## src/sv/acm_pkg.sv

```systemverilog
// ----------------------------------------------------------------------------
// acm_pkg
// Shared constants, codes and control types of the multi-pattern matcher.
// ----------------------------------------------------------------------------
package acm_pkg;

	localparam int MAX_NODES  = 1024;
	localparam int ALPHABET   = 26;
	localparam int COUNT_BITS = 16;
	localparam int NODE_W     = $clog2(MAX_NODES);
	localparam int USED_W     = NODE_W + 1;
	localparam int SYM_W      = 5;
	localparam int OP_W       = 3;
	localparam int ST_W       = 2;
	localparam int TOTAL_W    = 32;
	localparam int TDEPTH     = MAX_NODES * ALPHABET;
	localparam int TADDR_W    = $clog2(TDEPTH);
	localparam int CMD_W      = 5;

	localparam logic [OP_W-1:0] OP_INSERT      = 3'd0;
	localparam logic [OP_W-1:0] OP_END_PATTERN = 3'd1;
	localparam logic [OP_W-1:0] OP_BUILD       = 3'd2;
	localparam logic [OP_W-1:0] OP_QUERY       = 3'd3;
	localparam logic [OP_W-1:0] OP_END_QUERY   = 3'd4;
	localparam logic [OP_W-1:0] OP_CLEAR       = 3'd5;

	localparam logic [ST_W-1:0] ST_OK     = 2'd0;
	localparam logic [ST_W-1:0] ST_FULL   = 2'd1;
	localparam logic [ST_W-1:0] ST_REJECT = 2'd2;

	localparam logic [COUNT_BITS-1:0] COUNT_MAX = '1;

	localparam logic [CMD_W-1:0] CMD_NONE     = 5'd0;
	localparam logic [CMD_W-1:0] CMD_LATCH    = 5'd1;
	localparam logic [CMD_W-1:0] CMD_CLR_INIT = 5'd2;
	localparam logic [CMD_W-1:0] CMD_CLR_STEP = 5'd3;
	localparam logic [CMD_W-1:0] CMD_CLR_DONE = 5'd4;
	localparam logic [CMD_W-1:0] CMD_INS_RD   = 5'd5;
	localparam logic [CMD_W-1:0] CMD_INS_WR   = 5'd6;
	localparam logic [CMD_W-1:0] CMD_EP_RD    = 5'd7;
	localparam logic [CMD_W-1:0] CMD_EP_WR    = 5'd8;
	localparam logic [CMD_W-1:0] CMD_EP_OVF   = 5'd9;
	localparam logic [CMD_W-1:0] CMD_BLD_INIT = 5'd10;
	localparam logic [CMD_W-1:0] CMD_BR_RD    = 5'd11;
	localparam logic [CMD_W-1:0] CMD_BR_WR    = 5'd12;
	localparam logic [CMD_W-1:0] CMD_BQ_RD    = 5'd13;
	localparam logic [CMD_W-1:0] CMD_BF_RD    = 5'd14;
	localparam logic [CMD_W-1:0] CMD_BF_LAT   = 5'd15;
	localparam logic [CMD_W-1:0] CMD_BT_RD    = 5'd16;
	localparam logic [CMD_W-1:0] CMD_BT_WR    = 5'd17;
	localparam logic [CMD_W-1:0] CMD_BLD_DONE = 5'd18;
	localparam logic [CMD_W-1:0] CMD_Q_RD     = 5'd19;
	localparam logic [CMD_W-1:0] CMD_Q_SET    = 5'd20;
	localparam logic [CMD_W-1:0] CMD_W_RD     = 5'd21;
	localparam logic [CMD_W-1:0] CMD_W_CHK    = 5'd22;
	localparam logic [CMD_W-1:0] CMD_RESULT   = 5'd23;

	typedef struct packed {
		logic [CMD_W-1:0] code;
		logic             set_st;
		logic [ST_W-1:0]  st;
	} cmd_t;

	typedef struct packed {
		logic [OP_W-1:0] op;
		logic            sym_ok;
		logic            built;
		logic            ovf;
		logic            c_last;
		logic            clr_last;
		logic            bfs_more;
		logic            walk_stop;
		logic            out_free;
	} stat_t;

	function automatic logic [TADDR_W-1:0] taddr(input logic [NODE_W-1:0] node,
		input logic [SYM_W-1:0] sym);
		return TADDR_W'(node) * TADDR_W'(ALPHABET) + TADDR_W'(sym);
	endfunction

endpackage

```

## src/sv/acm_ctrl.sv

```systemverilog
// ----------------------------------------------------------------------------
// acm_ctrl
// Sequencer for insert, build, query, clear and response hand-off.
// ----------------------------------------------------------------------------
module acm_ctrl (
	input  logic            clk,
	input  logic            arst_n,
	input  logic            req_valid,
	output logic            req_ready,
	input  acm_pkg::stat_t  stat,
	output acm_pkg::cmd_t   cmd
);

	localparam logic [4:0] S_CLEAR   = 5'd0;
	localparam logic [4:0] S_CLR_END = 5'd1;
	localparam logic [4:0] S_IDLE    = 5'd2;
	localparam logic [4:0] S_DISP    = 5'd3;
	localparam logic [4:0] S_INS_WR  = 5'd4;
	localparam logic [4:0] S_EP_WR   = 5'd5;
	localparam logic [4:0] S_BR_RD   = 5'd6;
	localparam logic [4:0] S_BR_WR   = 5'd7;
	localparam logic [4:0] S_BQ_CHK  = 5'd8;
	localparam logic [4:0] S_BF_RD   = 5'd9;
	localparam logic [4:0] S_BF_LAT  = 5'd10;
	localparam logic [4:0] S_BT_RD   = 5'd11;
	localparam logic [4:0] S_BT_WR   = 5'd12;
	localparam logic [4:0] S_Q_SET   = 5'd13;
	localparam logic [4:0] S_W_RD    = 5'd14;
	localparam logic [4:0] S_W_CHK   = 5'd15;
	localparam logic [4:0] S_RESULT  = 5'd16;

	logic [4:0] state_q, state_d;
	logic       clr_item_q, clr_item_d;

	assign req_ready = state_q == S_IDLE;

	always_comb begin
		state_d    = state_q;
		clr_item_d = clr_item_q;
		cmd.code   = acm_pkg::CMD_NONE;
		cmd.set_st = 1'b0;
		cmd.st     = acm_pkg::ST_OK;
		case (state_q)
			S_CLEAR: begin
				cmd.code = acm_pkg::CMD_CLR_STEP;
				if (stat.clr_last) state_d = S_CLR_END;
			end
			S_CLR_END: begin
				cmd.code   = acm_pkg::CMD_CLR_DONE;
				state_d    = clr_item_q ? S_RESULT : S_IDLE;
				clr_item_d = 1'b0;
			end
			S_IDLE: begin
				if (req_valid) begin
					cmd.code = acm_pkg::CMD_LATCH;
					state_d  = S_DISP;
				end
			end
			S_DISP: begin
				state_d = S_RESULT;
				cmd.st  = acm_pkg::ST_REJECT;
				case (stat.op)
					acm_pkg::OP_INSERT: begin
						if (stat.built || !stat.sym_ok) begin
							cmd.set_st = 1'b1;
						end else if (stat.ovf) begin
							cmd.set_st = 1'b1;
							cmd.st     = acm_pkg::ST_FULL;
						end else begin
							cmd.code = acm_pkg::CMD_INS_RD;
							state_d  = S_INS_WR;
						end
					end
					acm_pkg::OP_END_PATTERN: begin
						if (stat.built) begin
							cmd.set_st = 1'b1;
						end else if (stat.ovf) begin
							cmd.code   = acm_pkg::CMD_EP_OVF;
							cmd.set_st = 1'b1;
							cmd.st     = acm_pkg::ST_FULL;
						end else begin
							cmd.code = acm_pkg::CMD_EP_RD;
							state_d  = S_EP_WR;
						end
					end
					acm_pkg::OP_BUILD: begin
						if (stat.built) begin
							cmd.set_st = 1'b1;
						end else begin
							cmd.code = acm_pkg::CMD_BLD_INIT;
							state_d  = S_BR_RD;
						end
					end
					acm_pkg::OP_QUERY: begin
						if (!stat.built || !stat.sym_ok) begin
							cmd.set_st = 1'b1;
						end else begin
							cmd.code = acm_pkg::CMD_Q_RD;
							state_d  = S_Q_SET;
						end
					end
					acm_pkg::OP_END_QUERY: begin
						cmd.set_st = !stat.built;
					end
					acm_pkg::OP_CLEAR: begin
						cmd.code   = acm_pkg::CMD_CLR_INIT;
						clr_item_d = 1'b1;
						state_d    = S_CLEAR;
					end
					default: cmd.set_st = 1'b1;
				endcase
			end
			S_INS_WR: begin
				cmd.code = acm_pkg::CMD_INS_WR;
				state_d  = S_RESULT;
			end
			S_EP_WR: begin
				cmd.code = acm_pkg::CMD_EP_WR;
				state_d  = S_RESULT;
			end
			S_BR_RD: begin
				cmd.code = acm_pkg::CMD_BR_RD;
				state_d  = S_BR_WR;
			end
			S_BR_WR: begin
				cmd.code = acm_pkg::CMD_BR_WR;
				state_d  = stat.c_last ? S_BQ_CHK : S_BR_RD;
			end
			S_BQ_CHK: begin
				if (stat.bfs_more) begin
					cmd.code = acm_pkg::CMD_BQ_RD;
					state_d  = S_BF_RD;
				end else begin
					cmd.code = acm_pkg::CMD_BLD_DONE;
					state_d  = S_RESULT;
				end
			end
			S_BF_RD: begin
				cmd.code = acm_pkg::CMD_BF_RD;
				state_d  = S_BF_LAT;
			end
			S_BF_LAT: begin
				cmd.code = acm_pkg::CMD_BF_LAT;
				state_d  = S_BT_RD;
			end
			S_BT_RD: begin
				cmd.code = acm_pkg::CMD_BT_RD;
				state_d  = S_BT_WR;
			end
			S_BT_WR: begin
				cmd.code = acm_pkg::CMD_BT_WR;
				state_d  = stat.c_last ? S_BQ_CHK : S_BT_RD;
			end
			S_Q_SET: begin
				cmd.code = acm_pkg::CMD_Q_SET;
				state_d  = S_W_RD;
			end
			S_W_RD: begin
				cmd.code = acm_pkg::CMD_W_RD;
				state_d  = S_W_CHK;
			end
			S_W_CHK: begin
				cmd.code = acm_pkg::CMD_W_CHK;
				state_d  = stat.walk_stop ? S_RESULT : S_W_RD;
			end
			S_RESULT: begin
				if (stat.out_free) begin
					cmd.code = acm_pkg::CMD_RESULT;
					state_d  = S_IDLE;
				end
			end
			default: state_d = S_IDLE;
		endcase
	end

	always_ff @(posedge clk or negedge arst_n) begin
		if (!arst_n) begin
			state_q    <= S_CLEAR;
			clr_item_q <= 1'b0;
		end else begin
			state_q    <= state_d;
			clr_item_q <= clr_item_d;
		end
	end

	a_accept_disp: assert property (@(posedge clk) disable iff (!arst_n)
		(state_q == S_IDLE && req_valid) |=> state_q == S_DISP)
		else $error("accepted word not dispatched");
	a_result_idle: assert property (@(posedge clk) disable iff (!arst_n)
		(state_q == S_RESULT && stat.out_free) |=> state_q == S_IDLE)
		else $error("response hand-off did not return to idle");
	a_walk_exit: assert property (@(posedge clk) disable iff (!arst_n)
		(state_q == S_W_CHK && stat.walk_stop) |=> state_q == S_RESULT)
		else $error("match walk ran past its stop");

endmodule

```

## config.mk

```make
export PLATFORM = sky130hd
export DESIGN_NAME = acm_ctrl
export DESIGN_NICKNAME = d
export VERILOG_FILES = /design/src/sv/acm_pkg.sv /design/src/sv/acm_ctrl.sv
export SDC_FILE = /design/constraint.sdc
export NUM_CORES = 1
export LEC_CHECK = 0
export ABC_CLOCK_PERIOD_IN_PS = 3550
export BUFFER_PORTS_ARGS = -buffer_cell sky130_fd_sc_hd__buf_2
export CAP_MARGIN = 25
export CORE_ASPECT_RATIO = 0.9
export CORE_MARGIN = 8
export CORE_UTILIZATION = 25
export CTS_CLUSTER_DIAMETER = 40
export CTS_CLUSTER_SIZE = 24
export DETAILED_ROUTE_END_ITERATION = 6
export HOLD_SLACK_MARGIN = 0.12
export PLACE_DENSITY = 0.45
export SETUP_SLACK_MARGIN = 0.4
export SLEW_MARGIN = 15
export SYNTH_ARGS = -nofsm -noshare
export SYNTH_HDL_FRONTEND = slang
export SYNTH_SLANG_ARGS = --single-unit
```

## constraint.sdc

```tcl
create_clock -name clk -period 3.55 [get_ports clk]
set_clock_uncertainty 0.05 [all_clocks]
set_input_delay 0.355 -clock clk [delete_from_list [all_inputs] [get_ports clk]]
set_output_delay 0.355 -clock clk [all_outputs]
set_load 0.01 [all_outputs]
```

---- Yosys cells after proc, flatten, opt, wreduce, memory -nomap -nowiden ----
Index checks and enable logic that the tools add are counted.
operators by class
  divide/modulo/power cells ............... 0
  bitwise gates (word level) .............. 0
  $add $sub $neg .......................... 0
  eq/ne operators ......................... 25
  multiplexer cells ....................... 39
  $mul .................................... 0
  shift operators ......................... 0
  magnitude comparators ................... 0
  reductions and logical operators ........ 10
operators by type and width
  cell                                                             count
  5-bit two-way mux                                                17
  5-bit one-hot mux with 17 select lines                           1
  5-bit one-hot mux with 16 select lines                           1
  5-bit one-hot mux with 5 select lines                            2
  5-bit by 4-bit == test with 1-bit output, second input constant  8
  5-bit by 3-bit == test with 1-bit output, second input constant  4
  4-bit two-way mux                                                3
  5-bit by 2-bit == test with 1-bit output, second input constant  2
  3-bit two-way mux                                                3
  3-bit by 2-bit == test with 1-bit output, second input constant  2
  3-bit == test, second input constant                             2
  1-bit two-way mux                                                6
  2-bit two-way mux                                                3
  2-bit != test, second input constant                             3
  1-bit one-hot mux with 6 select lines                            1
  5-bit by 1-bit == test with 1-bit output, second input constant  1
  5-bit == test, second input constant                             1
  5-bit logical NOT                                                1
  2-bit one-hot mux with 2 select lines                            1
  3-bit by 1-bit == test with 1-bit output, second input constant  1
  3-bit logical NOT                                                1
  3-bit AND reduction                                              1
  1-bit logical NOT                                                2
  1-bit logical OR                                                 2
  5 further kinds                                                  5
storage, ports and cells
  bits of input ports ..................... 14
  bits in writable memories ............... 0
  memories kept ........................... 0
  word-level logic and storage cells ...... 76
  bits in read-only memories .............. 0
  flip-flop bits (word level) ............. 6
  latch bits .............................. 0
  output and inout port bits .............. 9

---- Longest topological paths before layout ----
Gate-level depths: netlist (run 1).
  depth after elaboration ................. 5
  gate-level depth with buffers ........... 6
  gate-level depth less buffers ........... 4

---- Worst setup path before layout (run 1) ----
No wires, ideal clock.
  path kind ............................... register -> output
  start point ............................. reg state_q[2]
  end point ............................... out cmd[5] (netlist name)
  path slack .............................. 1.655 ns
  path buffers ............................ 0
  arrival time ............................ 1.490 ns
  required time ........................... 3.145 ns
  stages on the path, launching flop included .. 5
  cell sequence ........................... dfrtp_1 or4b_4 a211oi_4 nand3_1 o211ai_1
RTL lines
  element                 RTL line         RTL
  from (decl)             acm_ctrl.sv:32   logic [4:0] state_q, state_d;
  from (signal assigned)  acm_ctrl.sv:181  state_q <= state_d;
  to (decl)               acm_ctrl.sv:11   output acm_pkg::cmd_t cmd

==> results.md, run 1 <==
* Top-level I/O count at 23
* Synth area leader: dfrtp_1
* Clock Latency Late Sink at 220 ps
* Core ar. at 3990 sq um
* CTS tree: done
* Filler cells at around 440
* Pre-CTS WS at 1200 ps
* Dominant synthesized flop cell: dfrtp_1
* Slew Limit Fails at 0
* Yosys top cell area share at 0.148
* GRT Util Overall at 0.0932
* Congestion Overflow GR at 0
* Least-Margin Pin Slew at around 740 ps
* CTS HTree Levels at 1
* Post-synth ARST share at 1.00
* CP max stage delay at 670 ps
* Routed length per instance at roughly 16 microns
* Largest net degree at the start of global routing at 27
* Share of cells above drive strength 1 at 0.212
* First-pass GRT wire length at just over 5000 microns
* Vias in the first global route at just over 1k
* Post-CTS setup buffers at 0
* Period utilisation layout at 0.732
* Fin worst setup slack at 953 ps
* Power density over cell area at about 650 nW/um^2
* Max Clock Freq at around 0.38 GHz
* Syn-to-layout area delta at 15.8%
* Worst r2r src: state_q[2]
* WHS at about 430 ps
* CP endpoint kind: output pin
* Placed instance area at 1120 sq um
* Slowest-stage cell, CP: or4b_4
* YS warnings at 0
* Setup crit start kind: register
* Synth Register Bits at 6
* Unrepaired setup endpoints after global routing: no
* Root Buffer: clkbuf_8
* Die H at about 76 microns
* Status: complete, no violations
* Placed wire-length estimate at around 2500 microns
* Cells after synthesis at approximately 140
* Die footprint at about 6400 sq um
* Cts bufs inserted at 3
* Drt via density at 5.55
* Maximum fanout along the worst path at 26
* CTS Sinks at 6
* Hold Crit Class: in2async
* CTS clk-pin slew, worst paths at 40 ps
* Final setup viols at 0
* Routability-driven placement congestion ratio at about 0.85
* Fin crit period at 2600 ps
* Final hold vios at 0
* Ant diodes at 0
* Yosys cell types at 51
* Width of the die at 83.2 microns
* Worst R2R Path Depth at 4
* CP cell instances: or4b_4 -> a211oi_4 -> nand3_1 -> o211ai_1 -> buf_2
* Worst slew margin at 0.508
* Site row count at 22
* Peak supply drop at about 270 uV
* Leakage at about 0.47 nW
* DRT iter0 DRCs at 72
* Pre-antenna DRT Iters at 4
* Mapped Area at 1020 sq um
* Vias after detailed routing at between 1k and 1.5k
* CTS max path bufs at 2
* Final setup TNS at 0 ps
* R2r setup slk at roughly 1500 ps
* Nets at between 150 and 200
* Post-route DRC at 0
* Finished Cell Area at approximately 1200 sq um
* CP required at approximately 3100 ps
* Final ANT Viol Nets at 0
* Max Cap Viol at 0
* Worst EP arrival at 2190 ps
* Synth top area cells: dfrtp_1 (15%), o21ai_0 (5.4%), nor2b_1 (4.9%), nand2b_1 (4.3%), a21oi_1 (3.9%)
* Final wirelength at 3210 microns
* Initial Utilization at 0.255
* Synth Area per Inst at between 7 and 8 sq um
* Critical R2R Capture: state_q[3]
* Share of the yosys chip area belonging to registers at 0.148
* Post-synth EDFFs at 0
* IO buf count at 22
* Kind of critical path: reg2out
* Syn_nets at between 150 and 200
* Initial antenna violation count at 0
==> stage by stage <==
step | util | cells | power (mW)
after floorplan | - | 144 | 0.535
after global placement | 0.282 | 200 | 0.663
after detailed placement | 0.282 | 200 | 0.661
after CTS | 0.295 | 204 | 0.767
after global routing | 0.295 | 204 | 0.830
final | 0.295 | 204 | 0.762
==> how the worst max path moves through the flow <==
stage                    start      to  depth (start not counted)  slack (ps)
global route        state_q[0]  cmd[5]                          5         820
detailed placement  state_q[2]  cmd[5]                          5        1200
global placement    state_q[2]  cmd[5]                          5        1220
floorplan           state_q[2]  cmd[5]                          4        1660
CTS                 state_q[2]  cmd[5]                          5         960
finish              state_q[2]  cmd[5]                          5         950
==> flip-flops by register name, summed over array words and instances (netlist names) <==
name        flops
clr_item_q      1
state_q         5
==> Yosys cell counts, types with 2 or more instances <==
cell	instances
nor4_1	3
o21ai_0	11
nor2_1	10
a211oi_1	2
a32oi_1	4
nand2b_1	7
clkbuf_1	7
nand3_1	5
nor3_1	4
o211ai_1	3
nor2b_1	8
o21a_1	2
inv_1	6
a21oi_1	8
nor3b_1	4
dfrtp_1	6
and3_1	4
a211o_1	2
nand3b_1	2
buf_2	7
a31oi_1	2
nand2_1	8
==> metal layers <==
layer / up-vias / GRT usage / part of all wire / wire length, microns
met1: 534 / 0.127 / 0.50 / 1600
met3: 2 / 0.0139 / 0.044 / 140
li1: 566 / - / - / -
met2: 30 / 0.146 / 0.45 / 1450
met4: 0 / 0.0263 / 0.0059 / 19
met5: - / 0 / 0 / 0
==> cell type report <==
| class | count | area [sq um] | share of cell area |
|---|---|---|---|
| multi-input cells | 118 | 782 | 0.665 |
| well taps | 48 | 60.1 | 0.0511 |
| inverters | 6 | 22.5 | 0.0191 |
| clock buffers | 3 | 41.3 | 0.0351 |
| repair buffers | 23 | 120 | 0.102 |
| flip-flops and latches | 6 | 150 | 0.128 |
==> repair_timing <==
item	4_1_cts	5_1_grt
hold buffers	1	0
endpoints found under the setup margin	0	0
hold endpoints to repair	6	0
gates resized for setup	0	0
==> placed cells by master (no fill, tap or decap), types with 2 or more instances in the layout <==
master    count
buf_2        22
o21ai_0      11
nor2_1       10
nand2_1       8
nor2b_1       8
a21oi_1       8
nand2b_1      7
inv_1         6
dfrtp_1       6
nand3_1       5
nor3_1        4
and3_1        4
a32oi_1       4
nor3b_1       4
nor4_1        3
o211ai_1      3
clkbuf_8      3
a31oi_1       2
nand3b_1      2
a211oi_1      2
a211o_1       2
o21a_1        2
==> where the power goes <==
group	switching [mW]	internal, mW	leakage, nW
clock network	0.0266	0.0726	0.0216
logic	0.249	0.215	0.375
registers	0.108	0.0913	0.0787
==> worst max-delay path, delay by kind of cell, from the launching register on <==
| kind | cells | cell delay (ps) |
|---|---|---|
| AND/OR/NAND/NOR | 2 | 770 |
| flip-flops | 1 | 640 |
| buffers and inverters | 1 | 160 |
| AO/OA/AOI/OAI | 2 | 390 |
==> kinds of logic after synthesis <==
group,count (synthesis),share of synthesized area
AO/OA/AOI/OAI,49,0.355
AND/OR/NAND/NOR,66,0.388
buffers and inverters,20,0.0825
multiplexers,1,0.00985
flip-flops,6,0.148
XOR/XNOR,2,0.0172
No activity file was read; power rests on OpenSTA's default activity.
==> run 2: changes to the inputs <==
Settings changed: ABC_AREA from default to 1, ABC_CLOCK_PERIOD_IN_PS 3550 to 2600, PLACE_DENSITY 0.45 to 0.46.
Clock period 3.55 ns to 2.6 ns, I/O delays scaled along.
==> run 2 against run 1 <==
Net effect: synthesized area fell by 9.1%; non-clock buffer count did not move; global-route usage increased by 1.2 points; critical endpoint is now cmd[3].
==> results.md, run 2 <==
* IO buf count at 22
* Worst slew margin at 0.764
* Post-synth ARST share at 1.00
* Most frequent cell after synthesis: nand2_1
* Final setup viols at 0
* Site row count at 21
* Width of the die at roughly 80 microns
* CTS Sinks at 6
* Routed length per instance at approximately 13 microns
* Cells after synthesis at about 160
* Synth Area per Inst at 5.74 sq um
* Die footprint at 5900 sq um
* CP endpoint kind: output pin
* CP bufs+invs at 1
* Cts bufs inserted at 3
* Post-route DRC at 0
* Syn_nets at 175
* Fin worst setup slack at between 600 and 700 ps
* CP Depth at 5
* Filler cells at 435
* Syn-to-layout area delta at 22.5%
* Fin crit period at 1940 ps
* Share of cells above drive strength 1 at 0.247
* CP cell instances: nor2_4 -> nand4_1 -> nor2b_1 -> nand3_1 -> buf_2
* Commonest non-fill, non-tap cells in the layout: nand2_1 (41), nor2_1 (26), buf_2 (22)
* Maximum fanout along the worst path at 9
* CP top delay family: simple AND/OR/NAND/NOR gates
* CP required at between 2000 and 2500 ps
* Top-level I/O count at 23
* CTS tree: done
* Worst EP arrival at approximately 1600 ps
* Die H at about 74 microns
* Share of the yosys chip area belonging to registers at 0.163
* Largest net degree at the start of global routing at 13
* Final setup TNS at 0 ps
* CP max stage delay at between 400 and 500 ps
* Mapped Area at ~920 sq um
* Biggest register: state_q
* Post-synth top cells: nand2_1 (41), nor2_1 (26), inv_1 (20)
* Yosys top cell area share at 0.167
* Top flop regs: state_q x5, clr_item_q x1
* Worst R2R Path Depth at 9
* Synth area leader: nand2_1
* Hold Crit Class: in2async
* Max Clock Freq at 0.514 GHz
* WHS at approximately 350 ps
* Status: complete, no violations
* Initial Utilization at 0.255
* Yosys cell types at 26
* Commonest non-fill, non-tap cell in the layout: nand2_1
* Pre-antenna DRT Iters at 4
* Vias in the first global route at ~1.1k
* GRT Util Overall at 0.105
* Initial antenna violation count at 0
* First-pass GRT wire length at a little over 5000 microns
* Core ar. at between 3000 and 4000 sq um
* Fin cells at between 200 and 250
* Slew Limit Fails at 0
* Max Cap Viol at 0
* Setup crit start kind: register
* Placed wire-length estimate at ~2500 microns
* YS warnings at 0
* Congestion Overflow GR at 0
* Dpl cells at roughly 230
* Post-synth EDFFs at 0
* Final ANT Viol Nets at 0
* Worst r2r src: state_q[0]
* Crit path launch: state_q[0]
* Ant diodes at 0
* CTS HTree Levels at 1
* Final core utilization at 0.312
* Routability-driven placement congestion ratio at between 0.9 and 1
* Power density over cell area at around 900 nW/um^2
* Peak supply drop at between 200 and 250 uV
* Drt via density at 4.94
* Period utilisation layout at 0.748
* Unrepaired setup endpoints after global routing: no
* Root Buffer: clkbuf_8
* CTS max path bufs at 2
* DRT iter0 DRCs at approximately 110
* Clock Latency Late Sink at ~220 ps
* Final wirelength at 3010 microns
* Nets at roughly 200
* CTS clk-pin slew, worst paths at 40 ps
* Vias after detailed routing at about 1.1k
* Slowest-stage cell, CP: dfrtp_1
* Synth Register Bits at 6
* Largest register FFs at 5
* Dominant synthesized flop cell: dfrtp_1
* Kind of critical path: reg2out
* Synth top area cells: nand2_1 (17%), dfrtp_1 (16%), nor2_1 (11%), nand4_1 (9.5%), nand3_1 (9.2%)
* Pre-CTS WS at roughly 890 ps
* Least-Margin Pin Slew at about 350 ps
* Final hold vios at 0
* Leakage at 0.652 nW
-- run 2: cell count changes in the layout (fill, tap and decap cells not counted), sizes merged, moves of 8 or more --
cell   delta
a21oi     -8
nand2    +35
nand4    +13
inv      +18
nor2     +25
nand3    +15
o21ai     -8
-- run 2: metal layers --
metal	GRT usage	routed length, microns	up-vias
li1	-	-	584
met3	0.0281	199	0
met1	0.137	1400	515
met5	0	0	-
met2	0.175	1410	48
met4	0.00806	0	0
-- run 2: final timing paths --
kind,to,slack [ps]
worst max-delay path,cmd[3],660
worst min-delay path,state_q[2],350
worst max register to register,state_q[1],1090
worst min register to register,state_q[4],530
max in group asynchronous,clr_item_q,2000
min in group clk,state_q[4],350
-- run 2: metrics by stage --
stage | power (mW) | cell area, sq um
global route | 1.09 | 1130
CTS | 0.996 | 1130
floorplan | 0.655 | 923
finish | 0.991 | 1130
detailed placement | 0.850 | 1080
global placement | 0.873 | 1080
-- run 2: timing repair --
action                                  CTS  global route
hold buffers                              1             0
resized for setup                         0             0
endpoints found under the hold margin     6             0
buffers inserted                          0             0
endpoints found under the setup margin    0             0
-- run 2: power breakdown --
part / switching [mW] / internal (mW) / total, mW
logic: 0.424 / 0.231 / 0.655
clock network: 0.0375 / 0.0993 / 0.137
registers: 0.0714 / 0.128 / 0.199
total: 0.533 / 0.458 / 0.991
-- run 2: cells by family after synthesis --
| logic type | after synthesis | share of synthesized area |
|---|---|---|
| flip-flops | 6 | 0.163 |
| AND/OR/NAND/NOR | 120 | 0.650 |
| buffers and inverters | 25 | 0.110 |
| AO/OA/AOI/OAI | 10 | 0.0772 |
-- run 2: cell type report --
type	count	area (sq um)	share of cell area
multi-input cells	130	672	0.594
repair buffers	23	120	0.106
flip-flops and latches	6	150	0.133
inverters	24	90.1	0.0796
clock buffers	3	41.3	0.0365
well taps	46	57.6	0.0509
-- run 2: worst register-to-register path, stage by stage, from the launching register on --
cell	delay [ps]
dfrtp_1	540
inv_2	90
nand3_2	120
nand2_1	100
nand2_2	80
nand2_1	80
nor2_2	130
nand2_1	80
nor2_2	90
nor2_2	30
